File: src/hdl/upd_pkg.sv
package upd_pkg;

    localparam int unsigned QUEUE_DEPTH = 4;

    localparam logic [7:0] CHAR_PERCENT = 8'h25;
    localparam logic [7:0] CHAR_PLUS    = 8'h2B;
    localparam logic [7:0] CHAR_SPACE   = 8'h20;
    localparam logic [7:0] CHAR_NEWLINE = 8'h0A;
    localparam logic [7:0] CHAR_ZERO    = 8'h00;

    localparam logic [7:0] BREAK_TEXT [4] = '{8'h3C, 8'h62, 8'h72, 8'h3E};
    localparam logic [1:0] BREAK_LAST = 2'd3;

    typedef struct packed {
        logic [7:0] data;
        logic       fin;
        logic       err;
        logic       brk;
    } t_cmd;

endpackage

File: src/hdl/upd_front.sv
module upd_front (
    input  logic          i_clk,
    input  logic          i_rst_n,
    input  logic          i_take,
    input  logic [7:0]    i_in_byte,
    input  logic          i_end_marker,
    output logic          o_cmd_valid,
    output upd_pkg::t_cmd o_cmd
);

    typedef enum logic [1:0] {
        MODE_TEXT,
        MODE_PERCENT,
        MODE_DIGIT,
        MODE_DISCARD
    } t_mode;

    t_mode      r_mode;
    t_mode      n_mode;
    logic [3:0] r_nibble;
    logic [3:0] n_nibble;
    logic [4:0] hex;
    logic [7:0] data;
    logic       err;

    function automatic logic [4:0] hex_digit(input logic [7:0] c);
        logic [4:0] res;
        res = 5'd0;
        if (c >= 8'h30 && c <= 8'h39) begin
            res = {1'b1, 4'(c - 8'h30)};
        end else if (c >= 8'h61 && c <= 8'h66) begin
            res = {1'b1, 4'(c - 8'h57)};
        end else if (c >= 8'h41 && c <= 8'h46) begin
            res = {1'b1, 4'(c - 8'h37)};
        end
        return res;
    endfunction

    assign hex = hex_digit(i_in_byte);

    always_comb begin
        n_mode      = MODE_TEXT;
        n_nibble    = 4'd0;
        o_cmd_valid = 1'b0;
        data        = i_in_byte;
        err         = 1'b0;
        unique case (r_mode)
            MODE_TEXT: begin
                priority if (i_in_byte == upd_pkg::CHAR_PERCENT) begin
                    if (i_end_marker) begin
                        o_cmd_valid = 1'b1;
                        data        = upd_pkg::CHAR_ZERO;
                        err         = 1'b1;
                    end else begin
                        n_mode = MODE_PERCENT;
                    end
                end else if (i_in_byte == upd_pkg::CHAR_PLUS) begin
                    o_cmd_valid = 1'b1;
                    data        = upd_pkg::CHAR_SPACE;
                end else begin
                    o_cmd_valid = 1'b1;
                end
            end
            MODE_PERCENT: begin
                if (!hex[4]) begin
                    o_cmd_valid = 1'b1;
                    data        = upd_pkg::CHAR_ZERO;
                    err         = 1'b1;
                    n_mode      = i_end_marker ? MODE_TEXT : MODE_DISCARD;
                end else if (i_end_marker) begin
                    o_cmd_valid = 1'b1;
                    data        = {4'd0, hex[3:0]};
                end else begin
                    n_mode   = MODE_DIGIT;
                    n_nibble = hex[3:0];
                end
            end
            MODE_DIGIT: begin
                o_cmd_valid = 1'b1;
                data        = hex[4] ? {r_nibble, hex[3:0]} : {4'd0, r_nibble};
            end
            MODE_DISCARD: begin
                n_mode = i_end_marker ? MODE_TEXT : MODE_DISCARD;
            end
            default: begin
                n_mode = MODE_TEXT;
            end
        endcase
    end

    assign o_cmd.data = data;
    assign o_cmd.fin  = i_end_marker;
    assign o_cmd.err  = err;
    assign o_cmd.brk  = (data == upd_pkg::CHAR_NEWLINE) && !err;

    always_ff @(posedge i_clk) begin
        if (!i_rst_n) begin
            r_mode   <= MODE_TEXT;
            r_nibble <= 4'd0;
        end else if (i_take) begin
            r_mode   <= n_mode;
            r_nibble <= n_nibble;
        end
    end

endmodule

File: src/hdl/upd_queue.sv
module upd_queue #(
    parameter int unsigned DEPTH = upd_pkg::QUEUE_DEPTH
) (
    input  logic          i_clk,
    input  logic          i_rst_n,
    input  logic          i_wr,
    input  upd_pkg::t_cmd i_wr_cmd,
    input  logic          i_rd,
    output upd_pkg::t_cmd o_rd_cmd,
    output logic          o_full,
    output logic          o_empty
);

    localparam int unsigned PW = (DEPTH > 1) ? $clog2(DEPTH) : 1;
    localparam int unsigned CW = $clog2(DEPTH + 1);
    localparam logic [CW-1:0] COUNT_MAX = CW'(DEPTH);
    localparam logic [PW-1:0] PTR_MAX   = PW'(DEPTH - 1);

    upd_pkg::t_cmd r_mem [DEPTH];
    logic [PW-1:0] r_wptr;
    logic [PW-1:0] r_rptr;
    logic [CW-1:0] r_count;
    logic          wr;
    logic          rd;

    assign o_full   = (r_count == COUNT_MAX);
    assign o_empty  = (r_count == '0);
    assign wr       = i_wr && !o_full;
    assign rd       = i_rd && !o_empty;
    assign o_rd_cmd = r_mem[r_rptr];

    always_ff @(posedge i_clk) begin
        if (wr) begin
            r_mem[r_wptr] <= i_wr_cmd;
        end
    end

    always_ff @(posedge i_clk) begin
        if (!i_rst_n) begin
            r_wptr  <= '0;
            r_rptr  <= '0;
            r_count <= '0;
        end else begin
            if (wr) begin
                r_wptr <= (r_wptr == PTR_MAX) ? '0 : r_wptr + 1'b1;
            end
            if (rd) begin
                r_rptr <= (r_rptr == PTR_MAX) ? '0 : r_rptr + 1'b1;
            end
            if (wr && !rd) begin
                r_count <= r_count + 1'b1;
            end else if (rd && !wr) begin
                r_count <= r_count - 1'b1;
            end
        end
    end

endmodule

File: src/hdl/upd_back.sv
module upd_back (
    input  logic          i_clk,
    input  logic          i_rst_n,
    input  logic          i_q_empty,
    input  upd_pkg::t_cmd i_q_cmd,
    output logic          o_q_rd,
    input  logic          i_pop,
    output logic          o_empty,
    output logic [7:0]    o_out_byte,
    output logic          o_run_last,
    output logic          o_message_end,
    output logic          o_decode_error
);

    logic       r_valid;
    logic [1:0] r_beat;
    logic [7:0] r_byte;
    logic       r_last;
    logic       r_end;
    logic       r_err;
    logic       load;
    logic       beat_last;

    assign load      = !r_valid || i_pop;
    assign beat_last = (r_beat == upd_pkg::BREAK_LAST);
    assign o_q_rd    = load && !i_q_empty && (!i_q_cmd.brk || beat_last);

    always_ff @(posedge i_clk) begin
        if (!i_rst_n) begin
            r_valid <= 1'b0;
            r_beat  <= 2'd0;
        end else if (load) begin
            r_valid <= !i_q_empty;
            if (!i_q_empty && i_q_cmd.brk) begin
                r_beat <= r_beat + 1'b1;
            end
        end
    end

    always_ff @(posedge i_clk) begin
        if (load && !i_q_empty) begin
            if (i_q_cmd.brk) begin
                r_byte <= upd_pkg::BREAK_TEXT[r_beat];
                r_last <= beat_last;
                r_end  <= beat_last && i_q_cmd.fin;
                r_err  <= 1'b0;
            end else begin
                r_byte <= i_q_cmd.data;
                r_last <= 1'b1;
                r_end  <= i_q_cmd.fin;
                r_err  <= i_q_cmd.err;
            end
        end
    end

    assign o_empty        = !r_valid;
    assign o_out_byte     = r_byte;
    assign o_run_last     = r_last;
    assign o_message_end  = r_end;
    assign o_decode_error = r_err;

    a_beat_has_cmd: assert property (@(posedge i_clk) disable iff (!i_rst_n)
        r_beat != 2'd0 |-> !i_q_empty)
        else $error("break expansion in progress without a queued item");

    a_err_shape: assert property (@(posedge i_clk) disable iff (!i_rst_n)
        r_valid && r_err |-> r_byte == upd_pkg::CHAR_ZERO && r_last)
        else $error("error result with nonzero byte or not last");

    a_end_is_last: assert property (@(posedge i_clk) disable iff (!i_rst_n)
        r_valid && r_end |-> r_last)
        else $error("string end on a result that is not last of its item");

    a_beat_mid_not_last: assert property (@(posedge i_clk) disable iff (!i_rst_n)
        $past(load) && $past(!i_q_empty) && $past(i_q_cmd.brk) && !$past(beat_last)
        |-> r_beat != 2'd0 && !r_last)
        else $error("break expansion ended early");

endmodule

File: src/hdl/url_percent_decoder_top.sv
// URL percent decoder.
// Input side looks like a queue: drive in_byte and end_marker with push; the
// item is taken at a clock edge where push is high and full is low. Set
// end_marker on the final byte of each string.
// Result side looks like a queue: while empty is low the oldest result is on
// out_byte, run_last, message_end and decode_error; pop takes it.
// Each item yields zero to four results: an escape opener yields none, a
// newline yields the four bytes of "<br>", a bad escape yields one error
// result and the rest of its string is dropped.
// A result passes through the command queue and then the output register.
// Throughput: one item per cycle while full is low; the output register
// emits one result per cycle while pop is high, so a newline holds the result
// side for four results while the command queue (DEPTH entries) takes input.
// Synchronous active-low reset empties the queue and output register and
// returns the parser to plain text mode.
// When the receiver stalls, the result holds; the queue fills and full rises.
module url_percent_decoder_top #(
    parameter int unsigned DEPTH = upd_pkg::QUEUE_DEPTH
) (
    input  logic       i_clk,
    input  logic       i_rst_n,
    input  logic       push,
    output logic       full,
    input  logic [7:0] i_in_byte,
    input  logic       i_end_marker,
    output logic       empty,
    input  logic       pop,
    output logic [7:0] o_out_byte,
    output logic       o_run_last,
    output logic       o_message_end,
    output logic       o_decode_error
);

    logic          take;
    logic          cmd_valid;
    upd_pkg::t_cmd cmd;
    upd_pkg::t_cmd q_cmd;
    logic          q_empty;
    logic          q_rd;

    assign take = push && !full;

    upd_front u_front (
        .i_clk        (i_clk),
        .i_rst_n      (i_rst_n),
        .i_take       (take),
        .i_in_byte    (i_in_byte),
        .i_end_marker (i_end_marker),
        .o_cmd_valid  (cmd_valid),
        .o_cmd        (cmd)
    );

    upd_queue #(
        .DEPTH (DEPTH)
    ) u_queue (
        .i_clk    (i_clk),
        .i_rst_n  (i_rst_n),
        .i_wr     (take && cmd_valid),
        .i_wr_cmd (cmd),
        .i_rd     (q_rd),
        .o_rd_cmd (q_cmd),
        .o_full   (full),
        .o_empty  (q_empty)
    );

    upd_back u_back (
        .i_clk          (i_clk),
        .i_rst_n        (i_rst_n),
        .i_q_empty      (q_empty),
        .i_q_cmd        (q_cmd),
        .o_q_rd         (q_rd),
        .i_pop          (pop),
        .o_empty        (empty),
        .o_out_byte     (o_out_byte),
        .o_run_last     (o_run_last),
        .o_message_end  (o_message_end),
        .o_decode_error (o_decode_error)
    );

endmodule
File: config.mk
export PLATFORM = sky130hd
export DESIGN_NAME = url_percent_decoder_top
export DESIGN_NICKNAME = d
export VERILOG_FILES = /design/src/hdl/upd_pkg.sv /design/src/hdl/upd_front.sv /design/src/hdl/upd_queue.sv /design/src/hdl/upd_back.sv /design/src/hdl/url_percent_decoder_top.sv
export SDC_FILE = /design/constraint.sdc
export NUM_CORES = 1
export LEC_CHECK = 0
export BUFFER_PORTS_ARGS = -buffer_cell sky130_fd_sc_hd__buf_4
export CAP_MARGIN = 20
export CORE_ASPECT_RATIO = 0.6
export CORE_MARGIN = 5
export CORE_UTILIZATION = 46
export DETAILED_ROUTE_END_ITERATION = 7
export PLACE_DENSITY = 0.75
export SLEW_MARGIN = 20
export SYNTH_ARGS = -nofsm -noshare
export SYNTH_HDL_FRONTEND = slang
export SYNTH_SLANG_ARGS = --single-unit
File: constraint.sdc
create_clock -name i_clk -period 3.34 [get_ports i_clk]
set_clock_uncertainty 0.2 [all_clocks]
set_input_delay 0.501 -clock i_clk [delete_from_list [all_inputs] [get_ports i_clk]]
set_output_delay 0.501 -clock i_clk [all_outputs]
set_load 0.02 [all_outputs]
After elaboration in Yosys (flattened, before gate mapping)
Memory sizes are Yosys's and may differ from the RTL's. A register that Yosys moved wholly into a read port is not among the register bits.
Cells that the tools add are included.
{"block": "word_totals", "register_bits": 27, "ram_bits": 44, "in_bits": 13, "output_inout_bits": 13, "elab_cells": 104, "memories": 1}
{"memory": "u_queue.r_mem", "words": 4, "word_bits": 11, "read_ports": 1, "rd_ports_with_merged_regs": 1, "wr": 1, "line_no": "upd_queue.sv:19", "rtl": "upd_pkg::t_cmd r_mem [DEPTH];"}
{"block": "classes", "n_addsub": 8, "magnitude_cmp": 7, "eq_ne": 10, "mux": 39, "bitwise_logic": 1, "reduce_logical": 27}
{"cell": "$mux 8", "count": 9}
{"cell": "$pmux 8 s3", "count": 1}
{"cell": "$bmux 8 s2", "count": 1}
{"cell": "$eq 8x6->1 const B", "count": 2}
{"cell": "$ge 8x7->1 const B", "count": 2}
{"cell": "$le 8x7->1 const B", "count": 2}
{"cell": "$mux 2", "count": 8}
{"cell": "$mux 5", "count": 3}
{"cell": "$logic_and 1x1->1", "count": 14}
{"cell": "$mux 4", "count": 3}
{"cell": "$eq 2x2->1 const B", "count": 5}
{"cell": "$mux 1", "count": 9}
{"cell": "$eq 8x4->1 const B", "count": 1}
{"cell": "$ge 8x6->1 const B", "count": 1}
{"cell": "$le 8x6->1 const B", "count": 1}
{"cell": "$sub 4x3->4 const B", "count": 2}
{"cell": "$logic_not 1->1", "count": 7}
{"cell": "$add 2x1->2 const B", "count": 3}
{"cell": "$mux 3", "count": 2}
{"cell": "$pmux 2 s3", "count": 1}
{"cell": "$sub 4x1->4 const B", "count": 1}
{"cell": "$add 3x1->3 const B", "count": 1}
{"cell": "$eq 3x3->1 const B", "count": 1}
{"cell": "$ge 3x3->1 const B", "count": 1}
{"cell": "10 further kinds", "count": 11}

Longest topological paths before layout
Gate-level depths: netlist (run 1).
{"block": "logic_depth", "ltp_word": 13, "mapped_depth": 13}

By module
A second synthesis (run 1) with hierarchy kept.
{"block": "unflattened", "cells_unflattened": 285, "area_unflattened_um2": 3637.2}
{"module": "upd_queue", "n_inst": 1, "cells_per_inst": 108, "area_per_inst_um2": 2060.7, "seq_area_each_um2": 1501.4}
{"module": "upd_front", "n_inst": 1, "cells_per_inst": 126, "area_per_inst_um2": 927.1, "seq_area_each_um2": 120.1}
{"module": "upd_back", "n_inst": 1, "cells_per_inst": 49, "area_per_inst_um2": 634.4, "seq_area_each_um2": 390.4}
{"module": "url_percent_decoder_top", "n_inst": 1, "cells_per_inst": 2, "area_per_inst_um2": 15.0, "seq_area_each_um2": 0.0}

Least setup slack after synthesis (run 1)
OpenSTA, ideal clock, no wires.
{"block": "synth_path", "path_kind": "input to register", "startpoint": "input i_in_byte[1]", "endpoint": "register u_queue.r_count[2]", "setup_time_ns": 0.076, "t_arrival_ns": 3.088, "required_ns": 3.064, "setup_slack_ns": -0.023, "path_stages": 13, "path_cell_list": "inv_1 ha_1 nor4b_4 or3_1 nor2_1 o21a_1 nor3_2 ha_1 inv_1 fa_1 xor2_1 or3_1 a21boi_0"}
{"block": "synth_between", "elab_chain_cells": 12}
{"item": "start: declaration", "line_no": "url_percent_decoder_top.sv:24", "rtl": "input logic [7:0] i_in_byte,"}
{"item": "$ge 8x7->1 / $le 8x7->1 (equally long branches)", "line_no": "upd_front.sv:33", "rtl": "end else if (c >= 8'h41 && c <= 8'h46) begin"}
{"item": "$logic_and 1x1->1", "line_no": "upd_front.sv:33"}
{"item": "$mux 5", "line_no": "upd_front.sv:33"}
{"item": "$mux 5", "line_no": "upd_front.sv:31", "rtl": "end else if (c >= 8'h61 && c <= 8'h66) begin"}
{"item": "$mux 5", "line_no": "upd_front.sv:29", "rtl": "if (c >= 8'h30 && c <= 8'h39) begin"}
{"item": "$mux 1", "line_no": "upd_front.sv:65", "rtl": "if (!hex[4]) begin"}
{"item": "$pmux 1 s3 (*)", "line_no": "upd_front.sv:47", "rtl": "unique case (r_mode)"}
{"item": "$logic_and 1x1->1 (*)", "line_no": "url_percent_decoder_top.sv:58", "rtl": ".i_wr (take && cmd_valid),"}
{"item": "$logic_and 1x1->1 (*)", "line_no": "upd_queue.sv:28", "rtl": "assign wr = i_wr && !o_full;"}
{"item": "via u_queue.wr", "line_no": "upd_queue.sv:23", "rtl": "logic wr;"}
{"item": "$logic_not 1->1", "line_no": "upd_queue.sv:52", "rtl": "end else if (rd && !wr) begin"}
{"item": "$logic_and 1x1->1", "line_no": "upd_queue.sv:52"}
{"item": "$reduce_bool 2->1 (no line)"}
{"item": "end signal: assignment", "line_no": "upd_queue.sv:51", "rtl": "r_count <= r_count + 1'b1;"}
{"item": "end signal: assignment", "line_no": "upd_queue.sv:53", "rtl": "r_count <= r_count - 1'b1;"}
{"item": "end: declaration", "line_no": "upd_queue.sv:22", "rtl": "logic [CW-1:0] r_count;"}
Mark *: on every way through the listed nets, which the timed path passes. The rest lies on a longest branch.
A chain may end at the register's enable or synchronous reset.

Final worst setup path (run 1)
{"block": "layout_path", "startpoint": "input i_in_byte[0]", "endpoint": "register u_queue.r_count[2]"}
The elaborated chain is that of the path after synthesis.

==> flow_metrics.tcl, run 1 <==
set metrics [dict create \
    status "finished clean" \
    die_h_um 78.8 \
    seqPwrFrac_pct 38.3 \
    synth_area_per_cell_um2 13.0 \
    dpl_worst_slack_ns -0.101 \
    first_global_vias 2348 \
    ir_drop_uv 249 \
    slew_headroom_pct 59.7 \
    synthFlopType "edfxtp_1" \
    crit_path_end "u_queue.r_count[2]" \
    postCtsHoldBufs 0 \
    grt_setup_unrepaired "no" \
    clk_pin_slew_ns 0.06 \
    leakage_nw 1.63 \
    rr_worst_depth 6 \
    power_density_mw_per_mm2 762 \
    synth-seq-cells 73 \
    hp-start "i_end_marker" \
    r2r-end "u_queue.r_mem[1][0]" \
    io_pins 26 \
    hold_ws_ns 0.254 \
    postRouteWirelength_mm 7.58 \
    syn_to_final_growth_pct 21.4 \
    final_cell_mix "edfxtp_1 (55), buf_4 (47), dfxtp_1 (18)" \
    r2r_start "u_front.r_mode[0]" \
    grt.total_usage_pct 16.5 \
    drc_errors 0 \
    clockPowerShare_pct 32.4 \
    fmax_mhz 319 \
    fillers 657 \
    insertion_delay_ns 0.34 \
    post-route-min-period_ns 3.13 \
    synthesis.nets 305 \
    setup_viol 0 \
    crit_path_start "i_in_byte[0]" \
    grt_max_degree 20 \
    syn_inst 279 \
    fp.coreArea_mm2 0.00779 \
    cts_sinks 73 \
    dpl.hpwl_mm 5.62 \
    cts_root_buf "clkbuf_16" \
    initial_core_util_pct 46.5 \
    ctsResizeCount 0 \
    synth_edf_count 55 \
    synth_top_cell_area_share_pct 45.6 \
    syn_area_mm2 0.00362 \
    antenna_cells 0 \
    synth_area_leaders "edfxtp_1 (46%), dfxtp_1 (9.9%), mux4_2 (6.8%)" \
    antenna_found_initial 0 \
    drtAntennaViolNets 0 \
    r2r_slack_ns 0.46 \
    grt_pass1_wl_mm 12.3 \
    hp-class "in2reg" \
    num_rows 25 \
    synth.distinct_cells 63 \
    mostFrequentLayoutCell "edfxtp_1" \
    arrival_ns 3.19 \
    vias 2365 \
    p_sw_mw 0.959 \
    synthArstFlopShare_pct 0 \
    hold_viol_final 0 \
    fin_crit_sh_pct 93.8 \
    path_class "in2reg" \
    critPathLaunchType "input port" \
    cts_buffer_depth 2 \
    grt.overflow.total 0 \
    fin_tns_setup_ns 0 \
    ys.warnings.count 0 \
    finalMaxSlewViolations 0 \
    gp_congestion 0.971 \
    tightest_slew_ns 0.603 \
    fin_nets 353 \
    critPathMaxFanout 4 \
    power_frac_comb_pct 29.3 \
    die_w_um 125 \
    post_drt_wl_per_cell_um 17.2 \
    vias_per_cell 5.38 \
    port_buffers 25 \
    drive_above_1_share_pct 27.4 \
    cts_buffers 9 \
    setup_ws_ns 0.206 \
    worstSetupEndpointType "flop" \
    min_path_cells 1 \
    firstDrtPassIters 5 \
    cts_tree "done" \
    htree_levels 3 \
    die_area_mm2 0.00981 \
    intPower_mw 2.39 \
    post-cts-setup-buffers 0 \
    switching_share_pct 28.6 \
    max_cap_viol_count 0 \
    yosysTopAreaCell "edfxtp_1" \
    cp.required_ns 3.40 \
    drtIter0Drc 218 \
    synth-seq-area-share_pct 55.5 \
]
worst max-delay path, cell delays in order:
cell and delay, ns:
buf_4 0.10, inv_1 0.05, ha_1 0.23, o21bai_1 0.34, a22o_4 0.23, nor2_1 0.07
o21a_1 0.22, nor3_4 0.21, ha_1 0.19, inv_1 0.05, fa_1 0.37, xor2_1 0.17
or3_1 0.29, a21boi_0 0.16
per-stage QoR:
stage	instance area (um2)	total power, mW	utilization (%)	cells
finish	4400	3.35	56.5	440
global route	4400	3.54	56.5	440
CTS	4400	3.40	56.5	440
detailed placement	4060	2.30	52.1	424
global placement	4060	2.27	52.1	424
floorplan	3630	1.96	-	279
logic make-up after synthesis:
family,Yosys count,synth area share (%)
compound gates,49,9.39
fa+ha+maj,13,4.69
flops,73,55.5
mux,20,9.39
simple gates,94,16.6
buf+inv,26,3.42
xor+xnor,4,0.967
final cells by class:
cell class	count	area, um2	share of cell area [%]
Inverter	16	60.1	1.37
Sequential cell	73	2010	45.7
Multi-Input combinational cell	180	1500	34.0
Timing Repair Buffer	47	353	8.02
Clock inverter	7	119	2.70
Tap cell	108	135	3.07
Clock buffer	9	225	5.12
synth_stat cells, drive strengths merged, types with 3 or more instances:
cell / n
nand2: 16
or2: 3
nand2b: 4
nor3: 8
nor2b: 12
ha: 12
nor2: 9
nand3b: 4
o21ai: 16
and2: 12
inv: 16
mux2i: 7
edfxtp: 55
clkbuf: 6
xnor2: 3
dfxtp: 18
or3: 4
a21boi: 4
nand3: 8
mux4: 11
a21oi: 10
buf: 4
power by group through the flow:
stage	logic [mW]	registers [mW]	clock network (mW)
after CTS	0.999	1.29	1.11
after floorplan	0.576	1.38	0
after detailed placement	0.995	1.31	0
after global placement	0.971	1.30	0
after global routing	1.09	1.30	1.15
final	0.980	1.28	1.09
how the worst min path moves through the flow:
stage                                to  slack, ns
CTS                 u_queue.r_mem[0][2]       0.24
finish              u_queue.r_mem[2][2]       0.25
global placement       u_back.r_beat[1]       0.27
detailed placement     u_back.r_beat[1]       0.29
floorplan           u_front.r_nibble[0]       0.25
global route        u_queue.r_mem[0][2]       0.24
layer usage:
layer | global-route usage [%] | wire [um] | vias up
li1 | - | - | 1136
met1 | 22.7 | 3610 | 1131
met2 | 23.8 | 3280 | 93
met3 | 7.66 | 654 | 5
met4 | 4.05 | 43 | 0
met5 | 0 | 0 | -
state kept, by name, summed over array words and instances (netlist names), 2 cells and up, named ones only:
name,cells
u_back.o_out_byte,8
u_front.r_mode,2
u_queue.r_count,3
u_back.r_beat,2
u_queue.r_mem,44
u_front.r_nibble,4
u_queue.r_wptr,2
u_queue.r_rptr,2
(Power assumes the default switching activity.)
==> inputs of run 2 (changes only) <==
--- a/config.mk
+++ b/config.mk
@@ -8,8 +8,9 @@
 export BUFFER_PORTS_ARGS = -buffer_cell sky130_fd_sc_hd__buf_4
 export CAP_MARGIN = 20
 export CORE_ASPECT_RATIO = 0.6
-export CORE_MARGIN = 5
 export CORE_UTILIZATION = 46
+export CTS_BUF_LIST = sky130_fd_sc_hd__clkbuf_4 sky130_fd_sc_hd__clkbuf_8
+export CTS_CLUSTER_SIZE = 8
 export DETAILED_ROUTE_END_ITERATION = 7
 export PLACE_DENSITY = 0.75
 export SLEW_MARGIN = 20
==> flow_metrics.tcl, run 2 (synthesized netlist as in run 1, its figures left out) <==
set metrics [dict create \
    ff_latch_area_mm2 0.00201 \
    max_cap_viol_count 0 \
    postRouteWirelength_mm 7.32 \
    die_h_um 70.8 \
    initial_core_util_pct 48.7 \
    arrival_ns 3.13 \
    multiInputGateArea_mm2 0.00150 \
    num_rows 24 \
    critPathMaxFanout 4 \
    htree_levels 3 \
    grt_max_degree 20 \
    fin_nets 356 \
    die_area_mm2 0.00825 \
    drc_errors 0 \
    drive_above_1_share_pct 27.8 \
    hp-class "in2reg" \
    io_pins 26 \
    fin_area_mm2 0.00427 \
    ctsResizeCount 0 \
    setup_ws_ns 0.281 \
    dpl.hpwl_mm 5.38 \
    status "finished clean" \
    post-route-min-period_ns 3.06 \
    slew_headroom_pct 61.9 \
    fillers 624 \
    grt_pass1_wl_mm 12.0 \
    worstSetupEndpointType "flop" \
    global_route.usage.met1_pct 30.1 \
    grt_setup_unrepaired "no" \
    clk_pin_slew_ns 0.08 \
    tightest_slew_ns 0.571 \
    gp_congestion 0.961 \
    grt.total_usage_pct 20.0 \
    cts_buffers 9 \
    firstDrtPassIters 4 \
    final_cell_mix "edfxtp_1 (55), buf_4 (50), dfxtp_1 (18)" \
    insertion_delay_ns 0.35 \
    r2r-end "u_queue.r_count[2]" \
    cts_buffer_depth 2 \
    drtAntennaViolNets 0 \
    syn_to_final_growth_pct 17.8 \
    leakage_nw 1.59 \
    cts_tree "done" \
    first_global_vias 2279 \
    crit_path_end "u_queue.r_count[2]" \
    drtIter0Drc 225 \
    post-cts-setup-buffers 0 \
    r2r_start "u_front.r_mode[0]" \
    use_met2_pct 27.9 \
    mostFrequentLayoutCell "edfxtp_1" \
    hold_viol_final 0 \
    antenna_cells 0 \
    vias 2404 \
    critPathLaunchType "input port" \
    die_w_um 117 \
    setup_viol 0 \
    vias_per_cell 5.48 \
    ir_drop_uv 264 \
    regMostFlops "u_queue.r_mem" \
    final_core_util_pct 57.3 \
    largest_reg_flops 44 \
    post_drt_wl_per_cell_um 16.7 \
    power_density_mw_per_mm2 692 \
    busiest_layer "met1" \
    antenna_found_initial 0 \
    use_met3_pct 6.43 \
    path_class "in2reg" \
    cp.required_ns 3.41 \
    fp.coreArea_mm2 0.00745 \
    port_buffers 25 \
    placed_cell_area_mm2 0.00407 \
    grt.overflow.total 0 \
    crit_path_start "i_in_byte[1]" \
    hp-start "i_end_marker" \
    rr_worst_depth 10 \
    finalMaxSlewViolations 0 \
    cts_sinks 73 \
    dpl_worst_slack_ns -0.0447 \
    r2r_slack_ns 0.52 \
    fmax_mhz 327 \
    postCtsHoldBufs 0 \
    cts_root_buf "clkbuf_8" \
    fin_crit_sh_pct 91.6 \
]
-- run 2: how the worst min path moves through the flow --
stage,cells after the start,slack [ns],to
2_1_floorplan,2,0.25,u_front.r_nibble[0]
5_1_grt,1,0.23,u_queue.r_mem[3][2]
3_5_place_dp,2,0.29,u_back.r_beat[1]
4_1_cts,1,0.22,u_queue.r_mem[3][2]
3_3_place_gp,2,0.27,u_back.r_beat[1]
6_report,1,0.24,u_queue.r_mem[3][2]
-- run 2: layout make-up --
class / instances / share of cell area, %
Sequential cell: 73 / 47.1
Multi-Input combinational cell: 180 / 35.0
Timing Repair Buffer: 50 / 8.79
Clock buffer: 12 / 3.58
Tap cell: 104 / 3.05
Inverter: 16 / 1.41
Clock inverter: 4 / 1.03
-- run 2: routing by layer --
metal / part of all wire, % / wire, um / up-vias
met4: 0.97 / 71 / 0
met3: 6.7 / 489 / 11
met5: 0 / 0 / -
met2: 42 / 3110 / 80
li1: - / - / 1136
met1: 50 / 3650 / 1177
-- run 2: critical path: stages --
cell	delay, ns
buf_4	0.08
inv_1	0.06
ha_1	0.25
o21bai_1	0.27
a22o_4	0.21
nor2_1	0.07
o21a_1	0.22
nor3_4	0.21
ha_1	0.21
inv_1	0.06
fa_1	0.37
xor2_1	0.18
or3_1	0.29
a21boi_0	0.16
-- run 2: through the flow --
step	cells	TNS, ns	hold WS [ns]	total power [mW]
after floorplan	279	0	0.255	1.96
after global placement	423	0	0.272	2.27
after detailed placement	423	-0.0447	0.295	2.30
after CTS	439	0	0.217	2.98
after global routing	439	0	0.227	3.13
final	439	0	0.239	2.96
-- run 2: power by group --
group	internal, mW	switching, mW
logic	0.460	0.534
registers	1.20	0.0774
clock network	0.377	0.304
==> inputs of run 3 (changes only) <==
--- a/config.mk
+++ b/config.mk
@@ -7,12 +7,15 @@
 export LEC_CHECK = 0
 export BUFFER_PORTS_ARGS = -buffer_cell sky130_fd_sc_hd__buf_4
 export CAP_MARGIN = 20
+export CELL_PAD_IN_SITES_DETAIL_PLACEMENT = 0
+export CELL_PAD_IN_SITES_GLOBAL_PLACEMENT = 2
 export CORE_ASPECT_RATIO = 0.6
-export CORE_UTILIZATION = 46
+export CORE_UTILIZATION = 39
 export CTS_BUF_LIST = sky130_fd_sc_hd__clkbuf_4 sky130_fd_sc_hd__clkbuf_8
 export CTS_CLUSTER_SIZE = 8
 export DETAILED_ROUTE_END_ITERATION = 7
-export PLACE_DENSITY = 0.75
+export PLACE_DENSITY = 0.89
+export REMOVE_ABC_BUFFERS = 1
 export SLEW_MARGIN = 20
 export SYNTH_ARGS = -nofsm -noshare
 export SYNTH_HDL_FRONTEND = slang
==> flow_metrics.tcl, run 3 (synthesized netlist as in run 1, its figures left out) <==
set metrics [dict create \
    cts_buffers 9 \
    busiest_layer "met1" \
    tightest_slew_ns 0.500 \
    post_drt_wl_per_cell_um 16.7 \
    cts_tree "done" \
    arrival_ns 3.18 \
    min_path_cells 1 \
    syn_to_final_growth_pct 18.8 \
    slew_headroom_pct 66.3 \
    firstDrtPassIters 4 \
    fp.coreArea_mm2 0.00875 \
    insertion_delay_ns 0.35 \
    drtAntennaViolNets 0 \
    die_h_um 76.7 \
    post-cts-setup-buffers 0 \
    hold_ws_ns 0.256 \
    cp.required_ns 3.42 \
    grt.total_usage_pct 16.8 \
    drtIter0Drc 169 \
    setup_viol 0 \
    use_met2_pct 23.3 \
    dpl.hpwl_mm 5.54 \
    setup_ws_ns 0.242 \
    max_stage_delay_ns 0.37 \
    grt_setup_unrepaired "no" \
    worstSetupEndpointType "flop" \
    clk_pin_slew_ns 0.07 \
    fin_crit_sh_pct 92.8 \
    num_rows 26 \
    critPathLaunchType "input port" \
    drc_errors 0 \
    fin_tns_setup_ns 0 \
    crit_path_top_delay_cell "fa_1" \
    post-route-min-period_ns 3.10 \
    first_global_vias 2257 \
    vias_per_cell 5.33 \
    hold_end "u_queue.r_mem[0][2]" \
    power.total_mw 3.00 \
    cts_sinks 73 \
    rr_worst_depth 10 \
    grt.overflow.total 0 \
    die_w_um 126 \
    hold_viol_final 0 \
    cts_buffer_depth 2 \
    dpl_worst_slack_ns -0.102 \
    htree_levels 3 \
    fillers 774 \
    leakage_nw 1.59 \
    critPathMaxFanout 4 \
    port_buffers 25 \
    vias 2392 \
    placed_cell_area_mm2 0.00409 \
    largest_reg_flops 44 \
    path_class "in2reg" \
    antenna_found_initial 0 \
    finalMaxSlewViolations 0 \
    gp_congestion 0.900 \
    grt_pass1_wl_mm 12.1 \
    fmax_mhz 323 \
    final_cell_mix "edfxtp_1 (55), buf_4 (52), dfxtp_1 (18)" \
    fin_nets 358 \
    antenna_cells 0 \
    drive_above_1_share_pct 27.9 \
    hp-start "i_end_marker" \
    postCtsHoldBufs 0 \
    r2r-end "u_queue.r_count[2]" \
    global_route.usage.met1_pct 24.3 \
    hp-class "in2reg" \
    path_cells "buf_4 > inv_1 > ha_1 > o21bai_1 > a22o_4 > nor2_1 > o21a_1 > nor3_2 > ha_1 > inv_1 > fa_1 > xor2_1 > or3_1 > a21boi_0" \
    regMostFlops "u_queue.r_mem" \
    max_cap_viol_count 0 \
    power_density_mw_per_mm2 697 \
    crit_path_start "i_in_byte[0]" \
    initial_core_util_pct 41.4 \
    ctsResizeCount 0 \
    cts_root_buf "clkbuf_8" \
    grt_max_degree 17 \
    status "finished clean" \
    die_area_mm2 0.00970 \
    r2r_slack_ns 0.55 \
    io_pins 26 \
    fin_area_mm2 0.00431 \
    postRouteWirelength_mm 7.49 \
    mostFrequentLayoutCell "edfxtp_1" \
    ir_drop_uv 292 \
    use_met3_pct 5.65 \
]
run 3: metal layers:
layer	share of wire [%]	vias up
met5	0	-
met4	1.2	0
met3	6.8	10
met2	41	81
met1	51	1160
li1	-	1141
run 3: how the worst max path moves through the flow:
| stage | end | slack, ns | depth (start not counted) |
|---|---|---|---|
| after global placement | u_queue.r_count[2] | 0.009 | 14 |
| after floorplan | u_queue.r_count[2] | -0.02 | 13 |
| after detailed placement | u_queue.r_count[2] | -0.10 | 14 |
| after global routing | u_queue.r_count[2] | 0.05 | 14 |
| final | u_queue.r_count[2] | 0.24 | 14 |
| after CTS | u_queue.r_count[2] | 0.26 | 14 |
run 3: power by group:
part / switching, mW / internal, mW / total [mW]
Combinational: 0.521 / 0.457 / 0.977
Sequential: 0.0771 / 1.20 / 1.28
Clock: 0.321 / 0.424 / 0.745
Total: 0.919 / 2.08 / 3.00
run 3: worst max-delay path: cells and delay by family:
kind	cells	cell delay [ns]
AND/OR/NAND/NOR	3	0.61
adder cells (fa/ha/maj)	3	0.81
AO/OA/AOI/OAI	4	0.87
buffers and inverters	3	0.20
XOR/XNOR	1	0.18
run 3: cell type report:
cell class                      instances  area (um2)  area share, %
Clock buffer                           10         131           3.05
Sequential cell                        73        2010           46.7
Multi-Input combinational cell        180        1490           34.6
Clock inverter                          6        82.6           1.92
Timing Repair Buffer                   52         390           9.07
Tap cell                              112         140           3.25
Inverter                               16        60.1           1.39
run 3: per-stage QoR:
stage          util [%]  instances
3_5_place_dp       46.8        433
2_1_floorplan         -        269
5_1_grt            49.2        449
6_report           49.2        449
3_3_place_gp       46.8        433
4_1_cts            49.2        449
